[config.mk]
export PLATFORM = sky130hd
export DESIGN_NAME = frame_buffer_queue_manager_top
export DESIGN_NICKNAME = d
export VERILOG_FILES = /design/src/rtl/fbqm_pkg.sv /design/src/rtl/fbqm_store.sv /design/src/rtl/frame_buffer_queue_manager_top.sv
export VERILOG_INCLUDE_DIRS = /design/src /design/src/rtl
export SDC_FILE = /design/constraint.sdc
export NUM_CORES = 1
export LEC_CHECK = 0
export BUFFER_PORTS_ARGS = -buffer_cell sky130_fd_sc_hd__buf_2
export CAP_MARGIN = 20
export CORE_MARGIN = 1.5
export CORE_UTILIZATION = 30
export CTS_BUF_LIST = sky130_fd_sc_hd__clkbuf_16
export CTS_CLUSTER_DIAMETER = 40
export CTS_CLUSTER_SIZE = 16
export DETAILED_ROUTE_END_ITERATION = 7
export GPL_ROUTABILITY_DRIVEN = 0
export GPL_TIMING_DRIVEN = 0
export PLACE_DENSITY_LB_ADDON = 0.25
export RECOVER_POWER = 100
export REMOVE_ABC_BUFFERS = 1
export SYNTH_ARGS = -nofsm -noshare
export SYNTH_HDL_FRONTEND = slang
export SYNTH_SLANG_ARGS = --single-unit
export TNS_END_PERCENT = 1
[constraint.sdc]
create_clock -name clk_i -period 5.8 [get_ports clk_i]
set_clock_uncertainty 0.2 [all_clocks]
set_input_delay 1.16 -clock clk_i [delete_from_list [all_inputs] [get_ports clk_i]]
set_output_delay 1.16 -clock clk_i [all_outputs]
set_load 0.02 [all_outputs]
[src/rtl/assert_macros.svh]
// Assertion macros used by the frame queue top level.
// Define ASSERT_OFF to compile the checks out.
`ifndef ASSERT_MACROS_SVH
`define ASSERT_MACROS_SVH

`ifndef ASSERT_OFF
// plain property, checked outside reset
`define FBQM_ASSERT(lbl, clk, rstn, prop) \
  lbl: assert property (@(posedge clk) disable iff (!rstn) (prop)) \
    else $error("fbqm check failed");
// same-cycle implication
`define FBQM_ASSERT_IMPLY(lbl, clk, rstn, ante, cons) \
  lbl: assert property (@(posedge clk) disable iff (!rstn) (ante) |-> (cons)) \
    else $error("fbqm check failed");
// next-cycle implication
`define FBQM_ASSERT_NEXT(lbl, clk, rstn, ante, cons) \
  lbl: assert property (@(posedge clk) disable iff (!rstn) (ante) |=> (cons)) \
    else $error("fbqm check failed");
`else
`define FBQM_ASSERT(lbl, clk, rstn, prop)
`define FBQM_ASSERT_IMPLY(lbl, clk, rstn, ante, cons)
`define FBQM_ASSERT_NEXT(lbl, clk, rstn, ante, cons)
`endif

`endif

[src/rtl/fbqm_pkg.sv]
// Types and codes for the frame buffer queue manager.
// No dependencies; used by frame_buffer_queue_manager_top and the bench.
`default_nettype none

package fbqm_pkg;

  localparam int HANDLE_W = 16;
  localparam int COUNT_W = 4;
  localparam int TOTAL_W = 32;
  localparam int MAX_RESULTS = 8;
  localparam logic [COUNT_W-1:0] LIMIT_RESET = 4'd4;

  typedef enum logic [2:0] {
    OP_SUBMIT   = 3'd0,
    OP_ACQUIRE  = 3'd1,
    OP_LATEST   = 3'd2,
    OP_RELEASE  = 3'd3,
    OP_DELIVER  = 3'd4,
    OP_CLAIM    = 3'd5,
    OP_LISTENER = 3'd6,
    OP_CLOSE    = 3'd7
  } op_e;

  typedef enum logic [2:0] {
    KIND_ACK         = 3'd0,
    KIND_GRANTED     = 3'd1,
    KIND_HANDED_BACK = 3'd2,
    KIND_EMPTY       = 3'd3,
    KIND_AT_LIMIT    = 3'd4,
    KIND_CLAIM_YES   = 3'd5,
    KIND_CLAIM_NO    = 3'd6,
    KIND_FIRE        = 3'd7
  } kind_e;

  typedef enum logic [2:0] {
    ST_IDLE,
    ST_DECIDE,
    ST_POP_RD,
    ST_POP_OUT,
    ST_SINGLE
  } state_e;

  typedef struct packed {
    logic [2:0]          operation;
    logic [HANDLE_W-1:0] buffer_handle;
    logic                listener_on;
  } cmd_t;

  typedef struct packed {
    logic [2:0]          kind;
    logic [HANDLE_W-1:0] out_handle;
    logic                notify_post;
    logic [COUNT_W-1:0]  queued_now;
    logic [COUNT_W-1:0]  promised_now;
    logic [COUNT_W-1:0]  held_now;
    logic [TOTAL_W-1:0]  submitted_total;
    logic [TOTAL_W-1:0]  dropped_total;
    logic                last;
  } result_t;

endpackage

`default_nettype wire

[src/rtl/fbqm_store.sv]
// Handle store of the frame queue: one write port, one registered read port.
// Standalone; instantiated by frame_buffer_queue_manager_top.
`default_nettype none

module fbqm_store #(
  parameter int DEPTH  = 8,
  parameter int IDX_W  = 3,
  parameter int DATA_W = 16
) (
  input  wire logic              clk_i,
  input  wire logic              we_i,
  input  wire logic [IDX_W-1:0]  waddr_i,
  input  wire logic [DATA_W-1:0] wdata_i,
  input  wire logic              re_i,
  input  wire logic [IDX_W-1:0]  raddr_i,
  output logic      [DATA_W-1:0] rdata_o
);

  logic [DATA_W-1:0] mem_q [DEPTH];

  always_ff @(posedge clk_i) begin
    if (we_i) begin
      mem_q[waddr_i] <= wdata_i;
    end
  end

  always_ff @(posedge clk_i) begin
    if (re_i) begin
      rdata_o <= mem_q[raddr_i];
    end
  end

endmodule

`default_nettype wire

[src/rtl/frame_buffer_queue_manager_top.sv]
// Frame buffer queue manager: command decode, sequencer and counters.
// Depends on fbqm_pkg, fbqm_store and assert_macros.svh.
//
// Usage:
//   A command word is taken on cmd_i at a rising edge where start is high and
//   busy is low. busy stays high until the last result word of that command
//   has been shown. Each result word is on result_o for one cycle, marked by
//   result_strobe_o; result_o.last flags the final word. The receiver cannot
//   stall, so every strobed word must be taken when shown.
//   A command that walks no entries shows its one result word in ST_SINGLE,
//   after ST_DECIDE; a new command is taken only once the block is back in
//   ST_IDLE. Acquire, latest acquire and close walk the queue through the
//   registered read port of the handle store, one entry at a time: ST_POP_RD
//   reads an entry and ST_POP_OUT shows it. The queue pointer arithmetic
//   (modular add) is one shared unit, used for the write slot, the new head and
//   the walk pointer in turn. image_limit is written through cfg_we_i /
//   cfg_wdata_i; the user must write it only while idle, the block does not
//   enforce this. Reset clears all counters, flags and pointers and sets
//   image_limit to 4; the handle store itself is not cleared and needs no sweep.
`default_nettype none
`include "assert_macros.svh"

module frame_buffer_queue_manager_top #(
  parameter int QUEUE_DEPTH = 8,
  parameter int HANDLE_BITS = 16
) (
  input  wire logic                  clk_i,
  input  wire logic                  rst_ni,
  input  wire logic                  start,
  output logic                       busy,
  input  wire fbqm_pkg::cmd_t        cmd_i,
  output logic                       result_strobe_o,
  output fbqm_pkg::result_t          result_o,
  input  wire logic                  cfg_we_i,
  input  wire logic [3:0]            cfg_wdata_i
);

  localparam int IW = (QUEUE_DEPTH > 1) ? $clog2(QUEUE_DEPTH) : 1;
  localparam int SW = (HANDLE_BITS < fbqm_pkg::HANDLE_W) ? HANDLE_BITS : fbqm_pkg::HANDLE_W;
  localparam int QCAP = (QUEUE_DEPTH < fbqm_pkg::MAX_RESULTS) ? QUEUE_DEPTH
                                                              : fbqm_pkg::MAX_RESULTS;
  localparam int AW = ((IW > fbqm_pkg::COUNT_W) ? IW : fbqm_pkg::COUNT_W) + 1;
  localparam logic [AW-1:0] DEPTH_W = AW'(QUEUE_DEPTH);
  localparam logic [fbqm_pkg::COUNT_W-1:0] CAP_W = fbqm_pkg::COUNT_W'(QCAP);

  fbqm_pkg::state_e state_q, state_d;
  fbqm_pkg::op_e    op_q, op_d;
  fbqm_pkg::kind_e  kind_q, kind_d;
  logic [SW-1:0]    hnd_q, hnd_d;
  logic [SW-1:0]    out_hnd_q, out_hnd_d;
  logic             on_q, on_d;

  logic [IW-1:0]                   head_q, head_d;
  logic [IW-1:0]                   ptr_q, ptr_d;
  logic [fbqm_pkg::COUNT_W-1:0]    q_q, q_d;
  logic [fbqm_pkg::COUNT_W-1:0]    p_q, p_d;
  logic [fbqm_pkg::COUNT_W-1:0]    h_q, h_d;
  logic [fbqm_pkg::COUNT_W-1:0]    pcnt_q, pcnt_d;
  logic [fbqm_pkg::COUNT_W-1:0]    limit_q;
  logic                            lis_q, lis_d;
  logic                            cl_q, cl_d;
  logic                            dp_q, dp_d;
  logic                            grant_q, grant_d;
  logic                            posted_q, posted_d;
  logic [fbqm_pkg::TOTAL_W-1:0]    sc_q, sc_d;
  logic [fbqm_pkg::TOTAL_W-1:0]    dc_q, dc_d;

  // shared modular pointer adder
  logic [IW-1:0]                add_a;
  logic [fbqm_pkg::COUNT_W-1:0] add_b;
  logic [AW-1:0]                add_sum;
  logic [IW-1:0]                add_y;

  logic          st_we;
  logic          st_re;
  logic [SW-1:0] st_rdata;

  logic [fbqm_pkg::COUNT_W-1:0] lim;
  logic [fbqm_pkg::COUNT_W:0]   qh_sum;

  assign lim     = (limit_q > CAP_W) ? CAP_W : limit_q;
  assign qh_sum  = {1'b0, q_q} + {1'b0, h_q};
  assign add_sum = AW'(add_a) + AW'(add_b);
  assign add_y   = (add_sum >= DEPTH_W) ? IW'(add_sum - DEPTH_W) : IW'(add_sum);

  function automatic logic post_ok(input logic lis, input logic dp, input logic cl,
                                   input logic [fbqm_pkg::COUNT_W-1:0] q,
                                   input logic [fbqm_pkg::COUNT_W-1:0] p);
    return lis && !dp && !cl && (q > p);
  endfunction

  always_comb begin
    logic [fbqm_pkg::COUNT_W-1:0] npop;
    logic [fbqm_pkg::COUNT_W-1:0] p_dec;

    npop      = '0;
    p_dec     = (p_q != '0) ? p_q - 4'd1 : p_q;
    state_d   = state_q;
    op_d      = op_q;
    kind_d    = kind_q;
    hnd_d     = hnd_q;
    out_hnd_d = out_hnd_q;
    on_d      = on_q;
    head_d    = head_q;
    ptr_d     = ptr_q;
    q_d       = q_q;
    p_d       = p_q;
    h_d       = h_q;
    pcnt_d    = pcnt_q;
    lis_d     = lis_q;
    cl_d      = cl_q;
    dp_d      = dp_q;
    grant_d   = grant_q;
    posted_d  = posted_q;
    sc_d      = sc_q;
    dc_d      = dc_q;
    add_a     = head_q;
    add_b     = q_q;
    st_we     = 1'b0;
    st_re     = 1'b0;

    unique case (state_q)
      fbqm_pkg::ST_IDLE: begin
        if (start) begin
          op_d    = fbqm_pkg::op_e'(cmd_i.operation);
          hnd_d   = cmd_i.buffer_handle[SW-1:0];
          on_d    = cmd_i.listener_on;
          state_d = fbqm_pkg::ST_DECIDE;
        end
      end

      fbqm_pkg::ST_DECIDE: begin
        posted_d  = 1'b0;
        out_hnd_d = '0;
        kind_d    = fbqm_pkg::KIND_ACK;
        ptr_d     = head_q;
        state_d   = fbqm_pkg::ST_SINGLE;
        unique case (op_q) inside
          fbqm_pkg::OP_SUBMIT: begin
            if (sc_q != '1) sc_d = sc_q + 32'd1;
            if (cl_q || (qh_sum >= {1'b0, lim})) begin
              if (dc_q != '1) dc_d = dc_q + 32'd1;
              kind_d    = fbqm_pkg::KIND_HANDED_BACK;
              out_hnd_d = hnd_q;
            end else begin
              st_we = 1'b1;  // slot head + queued, from the shared adder
              q_d   = q_q + 4'd1;
              if (post_ok(lis_q, dp_q, cl_q, q_d, p_q)) begin
                dp_d     = 1'b1;
                posted_d = 1'b1;
              end
            end
          end
          fbqm_pkg::OP_ACQUIRE, fbqm_pkg::OP_LATEST: begin
            if (h_q >= lim) begin
              kind_d = fbqm_pkg::KIND_AT_LIMIT;
            end else if (q_q != '0) begin
              npop    = (op_q == fbqm_pkg::OP_LATEST) ? q_q : 4'd1;
              add_b   = npop;
              head_d  = add_y;
              q_d     = q_q - npop;
              h_d     = h_q + 4'd1;
              p_d     = (p_dec > q_d) ? q_d : p_dec;
              pcnt_d  = npop;
              grant_d = 1'b1;
              state_d = fbqm_pkg::ST_POP_RD;
              if (post_ok(lis_q, dp_q, cl_q, q_d, p_d)) begin
                dp_d     = 1'b1;
                posted_d = 1'b1;
              end
            end else begin
              kind_d = fbqm_pkg::KIND_EMPTY;
              p_d    = '0;
            end
          end
          fbqm_pkg::OP_RELEASE: begin
            if (h_q != '0) begin
              h_d       = h_q - 4'd1;
              kind_d    = fbqm_pkg::KIND_HANDED_BACK;
              out_hnd_d = hnd_q;
            end
          end
          fbqm_pkg::OP_DELIVER: begin
            dp_d = 1'b0;
            if (!cl_q && lis_q && (q_q > p_q)) begin
              p_d    = p_q + 4'd1;
              kind_d = fbqm_pkg::KIND_FIRE;
            end
            if (post_ok(lis_q, 1'b0, cl_q, q_q, p_d)) begin
              dp_d     = 1'b1;
              posted_d = 1'b1;
            end
          end
          fbqm_pkg::OP_CLAIM: begin
            if (!cl_q && (q_q != '0)) begin
              kind_d = fbqm_pkg::KIND_CLAIM_YES;
            end else begin
              p_d    = p_dec;
              kind_d = fbqm_pkg::KIND_CLAIM_NO;
            end
          end
          fbqm_pkg::OP_LISTENER: begin
            lis_d = on_q;
            if (post_ok(on_q, dp_q, cl_q, q_q, p_q)) begin
              dp_d     = 1'b1;
              posted_d = 1'b1;
            end
          end
          fbqm_pkg::OP_CLOSE: begin
            cl_d   = 1'b1;
            lis_d  = 1'b0;
            head_d = '0;
            if (q_q != '0) begin
              pcnt_d  = q_q;
              grant_d = 1'b0;
              q_d     = '0;
              state_d = fbqm_pkg::ST_POP_RD;
            end
          end
          default: ;
        endcase
      end

      fbqm_pkg::ST_POP_RD: begin
        st_re   = 1'b1;
        add_a   = ptr_q;
        add_b   = 4'd1;
        ptr_d   = add_y;
        state_d = fbqm_pkg::ST_POP_OUT;
      end

      fbqm_pkg::ST_POP_OUT: begin
        pcnt_d  = pcnt_q - 4'd1;
        state_d = (pcnt_q == 4'd1) ? fbqm_pkg::ST_IDLE : fbqm_pkg::ST_POP_RD;
      end

      fbqm_pkg::ST_SINGLE: begin
        state_d = fbqm_pkg::ST_IDLE;
      end

      default: state_d = fbqm_pkg::ST_IDLE;
    endcase
  end

  always_ff @(posedge clk_i or negedge rst_ni) begin
    if (!rst_ni) begin
      state_q  <= fbqm_pkg::ST_IDLE;
      head_q   <= '0;
      ptr_q    <= '0;
      q_q      <= '0;
      p_q      <= '0;
      h_q      <= '0;
      pcnt_q   <= '0;
      limit_q  <= fbqm_pkg::LIMIT_RESET;
      lis_q    <= 1'b0;
      cl_q     <= 1'b0;
      dp_q     <= 1'b0;
      grant_q  <= 1'b0;
      posted_q <= 1'b0;
      sc_q     <= '0;
      dc_q     <= '0;
    end else begin
      state_q  <= state_d;
      head_q   <= head_d;
      ptr_q    <= ptr_d;
      q_q      <= q_d;
      p_q      <= p_d;
      h_q      <= h_d;
      pcnt_q   <= pcnt_d;
      lis_q    <= lis_d;
      cl_q     <= cl_d;
      dp_q     <= dp_d;
      grant_q  <= grant_d;
      posted_q <= posted_d;
      sc_q     <= sc_d;
      dc_q     <= dc_d;
      if (cfg_we_i) begin
        limit_q <= cfg_wdata_i;
      end
    end
  end

  // command and result payload, no reset needed
  always_ff @(posedge clk_i) begin
    op_q      <= op_d;
    hnd_q     <= hnd_d;
    on_q      <= on_d;
    kind_q    <= kind_d;
    out_hnd_q <= out_hnd_d;
  end

  fbqm_store #(
    .DEPTH  (QUEUE_DEPTH),
    .IDX_W  (IW),
    .DATA_W (SW)
  ) u_store (
    .clk_i   (clk_i),
    .we_i    (st_we),
    .waddr_i (add_y),
    .wdata_i (hnd_q),
    .re_i    (st_re),
    .raddr_i (ptr_q),
    .rdata_o (st_rdata)
  );

  logic pop_out;
  logic pop_rd;
  assign pop_out = (state_q == fbqm_pkg::ST_POP_OUT);
  assign pop_rd  = (state_q == fbqm_pkg::ST_POP_RD);

  assign busy            = (state_q != fbqm_pkg::ST_IDLE);
  assign result_strobe_o = pop_out || (state_q == fbqm_pkg::ST_SINGLE);

  always_comb begin
    result_o = '0;
    if (pop_out) begin
      // the grant of an acquire is the last entry walked
      result_o.kind       = (grant_q && (pcnt_q == 4'd1)) ? fbqm_pkg::KIND_GRANTED
                                                          : fbqm_pkg::KIND_HANDED_BACK;
      result_o.out_handle = fbqm_pkg::HANDLE_W'(st_rdata);
      result_o.last       = (pcnt_q == 4'd1);
    end else begin
      result_o.kind       = kind_q;
      result_o.out_handle = fbqm_pkg::HANDLE_W'(out_hnd_q);
      result_o.last       = 1'b1;
    end
    result_o.notify_post     = posted_q;
    result_o.queued_now      = q_q;
    result_o.promised_now    = p_q;
    result_o.held_now        = h_q;
    result_o.submitted_total = sc_q;
    result_o.dropped_total   = dc_q;
  end

  `FBQM_ASSERT(a_queue_cap, clk_i, rst_ni, q_q <= CAP_W)
  `FBQM_ASSERT_NEXT(a_accept_quiet, clk_i, rst_ni, start && !busy, !result_strobe_o)
  `FBQM_ASSERT_NEXT(a_last_frees, clk_i, rst_ni, result_strobe_o && result_o.last, !busy)
  `FBQM_ASSERT_IMPLY(a_walk_count, clk_i, rst_ni, pop_rd || pop_out, pcnt_q != '0)

endmodule

`default_nettype wire

* Yosys cells after proc, flatten, opt, wreduce, memory -nomap -nowiden
Memory sizes are Yosys's and may differ from the RTL's. A register that Yosys moved wholly into a read port is not among the register bits.
Index checks and enable logic that the tools add are counted.
** Storage, ports and cells
- Logic and storage cells :: 193
- Bits in latches :: 0
- Memory bits (read-only) :: 0
- Memories :: 1
- Memory bits (writable) :: 128
- Register bits :: 137
- Input bits :: 28
** Memories
- u_store.mem_q :: words 8, width 16, rd ports 1, clocked after Yosys merged registers in 1, wr ports 1, line fbqm_store.sv:19 : logic [DATA_W-1:0] mem_q [DEPTH];
** Operators by class
- Reduce and logical (&&, ||, !) cells :: 43
- Equal/unequal tests :: 28
- Multiplexer cells :: 80
- Shifts and indexed selects :: 0
- $lt $le $gt $ge :: 9
- Bitwise logic cells :: 0
- Add/subtract/negate cells :: 12
- Div/mod/pow operators :: 0
- $mul :: 0
** Operators with widths (count)
- $mux W4 :: 23
- $add A32 B1 Y32 const B :: 2
- $ne A32 B32 Y1 const B :: 2
- $mux W16 :: 2
- $pmux W16 S2 :: 1
- $pmux W4 S2 :: 4
- $mux W3 :: 9
- $pmux W4 S3 :: 2
- $mux W1 :: 23
- $gt A4 B4 Y1 :: 5
- $mux W19 :: 1
- $pmux W3 S2 :: 3
- $reduce_bool A4 Y1 :: 4
- $eq A3 B3 Y1 const B :: 5
- $pmux W3 S5 :: 1
- $reduce_and A5 Y1 :: 3
- $ne A2 B2 Y1 const B :: 7
- $add A4 B1 Y4 const B :: 3
- $eq A3 B2 Y1 const B :: 4
- $logic_and A1 B1 Y1 :: 12
- $mux W2 :: 6
- $pmux W3 S4 :: 1
- $reduce_and A4 Y1 :: 3
- $sub A4 B1 Y4 const B :: 3
- other kinds (25) :: 43

* Depth between registers and ports, before layout
- Word-level depth :: 12
- Depth in mapped cells :: 18
- Depth with buffers taken out :: 17

* By module
Synthesis repeated with hierarchy kept, for this count alone.
** Second synthesis, totals
- Cell total of the unflattened synthesis :: 971
- Area total of the unflattened synthesis :: 13131.3 µm²
** By module, submodules not included
- frame_buffer_queue_manager_top :: cells each 757, times used 1, area an instance 7677.4 µm²
- fbqm_store :: cells each 214, times used 1, area an instance 5454.0 µm²

* Worst setup path after synthesis
Ideal clock, no wire load.
- Path kind :: register to register
- From :: reg h_q[0] (netlist bit)
- To :: mem u_store.mem_q[7][0] (enable)
- Cell stages (with the launch flop) :: 15
- Arrival :: 5.086 ns
- Buffers on the path :: 1
- Library setup time :: 0.413 ns
- Path slack :: 0.101 ns
- Data required time :: 5.187 ns
- Cell sequence :: dfrtp_1 > inv_1 > ha_1 > nand2b_1 > a211oi_1 > o21ai_0 > or2_2 > nor2_1 > a211oi_1 > fa_1 > buf_1 > or4b_2 > a21boi_4 > nor4_4 > nor3b_1
** Between the ends
- Longest elaborated chain between the ends :: 8
- Elaborated cells between the ends (all ways) :: 16
** Ends and longest elaborated chain
- from (decl) :: line frame_buffer_queue_manager_top.sv:57 : logic [fbqm_pkg::COUNT_W-1:0] h_q, h_d;
- from (signal assigned) :: line frame_buffer_queue_manager_top.sv:252 : h_q <= '0;
- from (signal assigned) :: line frame_buffer_queue_manager_top.sv:268 : h_q <= h_d;
- parallel branches: the longest is 8 deep, another holds $add A3 B4 Y5
- to (decl) :: line fbqm_store.sv:19
Parallel ways; which one is timed is not known.

* Worst setup path in the final report
- From :: reg h_q[0] (netlist bit)
- To :: mem u_store.mem_q[7][15] (enable)
Same word-level chain as after synthesis.

==> impl_metrics.csv <==
group,metric,value,unit
status,status,"finished with violations",
status,violations,"max-capacitance violations, max-slew violations",
floorplanning,die_w,213,microns
placement,numPortBuffers,126,
flow_run,drv_cap,4,
timing,period_share,0.944,
yosys,postSynthCellCount,996,
pwr,finalPower,7.88,mW
pwr,leakagePower,5.99,nW
critical_path,slowest_stage,"or4b_2",
yosys,synth-async-reset-ratio,0.349,
drt,via_per_inst,4.76,
critical_path,start_kind,"flip-flop",
floorplanning,die_y,213,microns
hold_path,hold_path_class,"reg -> reg",
clocking,cts-root-buf,"clkbuf_16",
timing,relSlewSlack,-0.585,
pwr,powerDensity,496,nW/um^2
yosys,ys_warn_count,0,
global_route,grt_usage,0.143,
global_route,antenna_found_initial,0,
timing,hold_viol,0,
layout,design_area,15900,sq um
drt,wl_per_cell,17.9,microns
placement,placed_area,14700,sq um
global_route,grt_max_degree,56,
global_route,grt_pass1_wl,49300,microns
layout,final_nets,1223,
timing,fin_crit,5.47,ns
floorplanning,core_area,43300,sq um
timing,fin_hold_ws,0.287,ns
yosys,ys_ff_latch,281,
global_route,grt_pass1_vias,8448,
layout,multiInputGateArea,4930,sq um
pwr,ir_drop,218,uV
clocking,cts_buffers,43,
critical_path,crit_chain,"inv_1 > ha_1 > nand2b_1 > a211oi_1 > o21ai_0 > or2_2 > nor2_2 > a211oi_1 > fa_1 > or4b_2 > a21boi_4 > nor4_4 > nor3b_2 > buf_6 > buf_6",
layout,regArea,7950,sq um
clocking,clkTransAtPathRegs,0.06,ns
yosys,ys_types,83,
timing,setup_viol,0,
drt,via_count,8423,
clocking,hold_buffers,0,
drt,drt_wl_total,31700,microns
critical_path,r2r_start,"h_q[0]",
yosys,synth_top_cell_by_area,"edfxtp_1",
placement,dp_hpwl,21200,microns
yosys,avgSynthCellArea,13.2,sq um
clocking,cts_tree,"yes",
drt,drt_iter0_markers,492,
floorplanning,dieArea,45200,sq um
critical_path,arrival,5.53,ns
clocking,cts_max_level,2,
yosys,synthTopCellsByArea,"edfxtp_1, dfrtp_1, mux4_2",
clocking,cts_resized,0,
layout,final_common_cell,"edfxtp_1",
critical_path,reg2reg_to,"u_store.mem_q[7][15]",
critical_path,crit_path_max_incr_delay,0.74,ns
floorplanning,start_util,0.305,
floorplanning,pin_count,127,
timing,setup_ws,0.326,ns
floorplanning,core.rowCount,76,
critical_path,worstSetupStartpoint,"h_q[0]",
timing,setup_tns,0,ns
layout,fill_cells,4240,
yosys,synth_edf_count,183,
yosys,syn_area,13200,sq um
critical_path,reg2reg_depth,15,
layout,diodes,0,
critical_path,crit_required,5.85,ns
yosys,synth_top_area_frac,0.417,
critical_path,endpoint,"u_store.mem_q[7][15]",
clocking,clk_latency,0.54,ns
layout,drive_above_1_share,0.163,
global_route,gr-total-overflow,0,
timing,drv_slew,145,
critical_path,end_kind,"flip-flop",
timing,rsz0062_at_grt,"false",
layout,layout_common_cells,"edfxtp_1, nand2_1, clkbuf_1",
critical_path,critPathMaxFanout,9,
clocking,clock-sinks,281,
layout,syn_to_final_growth,20.4,%
drt,dr.pass1.iters,4,
timing,fmax,183,MHz
critical_path,rrSetupSlack,0.33,ns
clocking,cts_buffer_depth,3,
yosys,seq_area_frac_synth,0.603,
yosys,ys.flop_type,"edfxtp_1",
drt,ant_nets,0,
critical_path,path_class,"reg -> reg",
clocking,post_cts_buffers,0,
drt,drc,0,
timing,worstMarginPinSlew,2.38,ns
placement,dp_slack,0.0476,ns
[state kept, by name (all words and copies together) (netlist names), 3 cells and up]
register,cells
u_store.mem_q,128
head_q,3
sc_q,32
h_q,4
state_q,3
q_q,4
hnd_q,16
limit_q,4
op_q,3
pcnt_q,4
dc_q,32
kind_q,3
out_hnd_q,16
p_q,4
ptr_q,3
u_store.rdata_o,16
[per-layer routing]
layer	vias up	global-route usage	share of wire	wire length [microns]
li1	4022	-	-	-
met1	4190	0.187	0.45	14200
met2	159	0.238	0.49	15400
met3	52	0.0281	0.042	1320
met4	0	0.0460	0.024	765
met5	-	0	0	0
[cells in the mapped netlist (18+ instances only)]
cell        n
o21ai_0    24
mux2_2     22
edfxtp_1  183
nand4_1    20
and2_1     22
nor2_1     52
ha_1       42
inv_1      29
nand3_1    35
mux4_2     32
clkbuf_1   19
nand2_1   127
xnor2_1    57
and3_1     18
a21oi_1    26
dfrtp_1    97
[power by group]
| part | switching, mW | internal (mW) | total, mW |
|---|---|---|---|
| clock | 1.01 | 1.62 | 2.64 |
| combinational | 1.39 | 0.961 | 2.35 |
| sequential | 0.402 | 2.49 | 2.89 |
[logic make-up after synthesis]
kind of cell,Yosys count,share of synthesized area
and+or+nand+nor,358,0.144
DFF,281,0.603
AOI/OAI and AO/OA,113,0.0593
xor gates and xnor gates,74,0.0492
buffers and inverters,63,0.0204
muxes,61,0.0788
adders and majority gates,46,0.0452
[metrics by stage]
| stage | cells | util |
|---|---|---|
| 4_1_cts | 1769 | 0.374 |
| 2_1_floorplan | 963 | - |
| 3_3_place_gp | 1674 | 0.333 |
| 3_5_place_dp | 1689 | 0.340 |
| 6_report | 1770 | 0.367 |
| 5_1_grt | 1770 | 0.367 |
[critical path: cells and delay by family (launching register included)]
kind                       cells  cell delay, ns
AOI/OAI and AO/OA              4            0.93
adders and majority gates      2            0.86
buffers and inverters          3            0.52
and+or+nand+nor                6            2.26
DFF                            1            0.42
[worst min-delay path by stage]
stage | from | to | slack (ns) | depth (start not counted)
3_3_place_gp | dc_q[11] | dc_q[11] | 0.27 | 1
6_report | dc_q[11] | dc_q[11] | 0.29 | 1
2_1_floorplan | pcnt_q[3] | pcnt_q[3] | 0.26 | 1
5_1_grt | dc_q[11] | dc_q[11] | 0.31 | 1
3_5_place_dp | dc_q[11] | dc_q[11] | 0.27 | 1
4_1_cts | dc_q[11] | dc_q[11] | 0.29 | 1
[final cells by class]
cell class,count,area share
clock inverters,37,0.0263
clock buffers,43,0.0678
inverters,30,0.00709
repair buffers,142,0.0415
well taps,585,0.0461
flip-flops and latches,281,0.501
multi-input cells,652,0.310
Note: power is estimated with default switching activity, not from simulation.
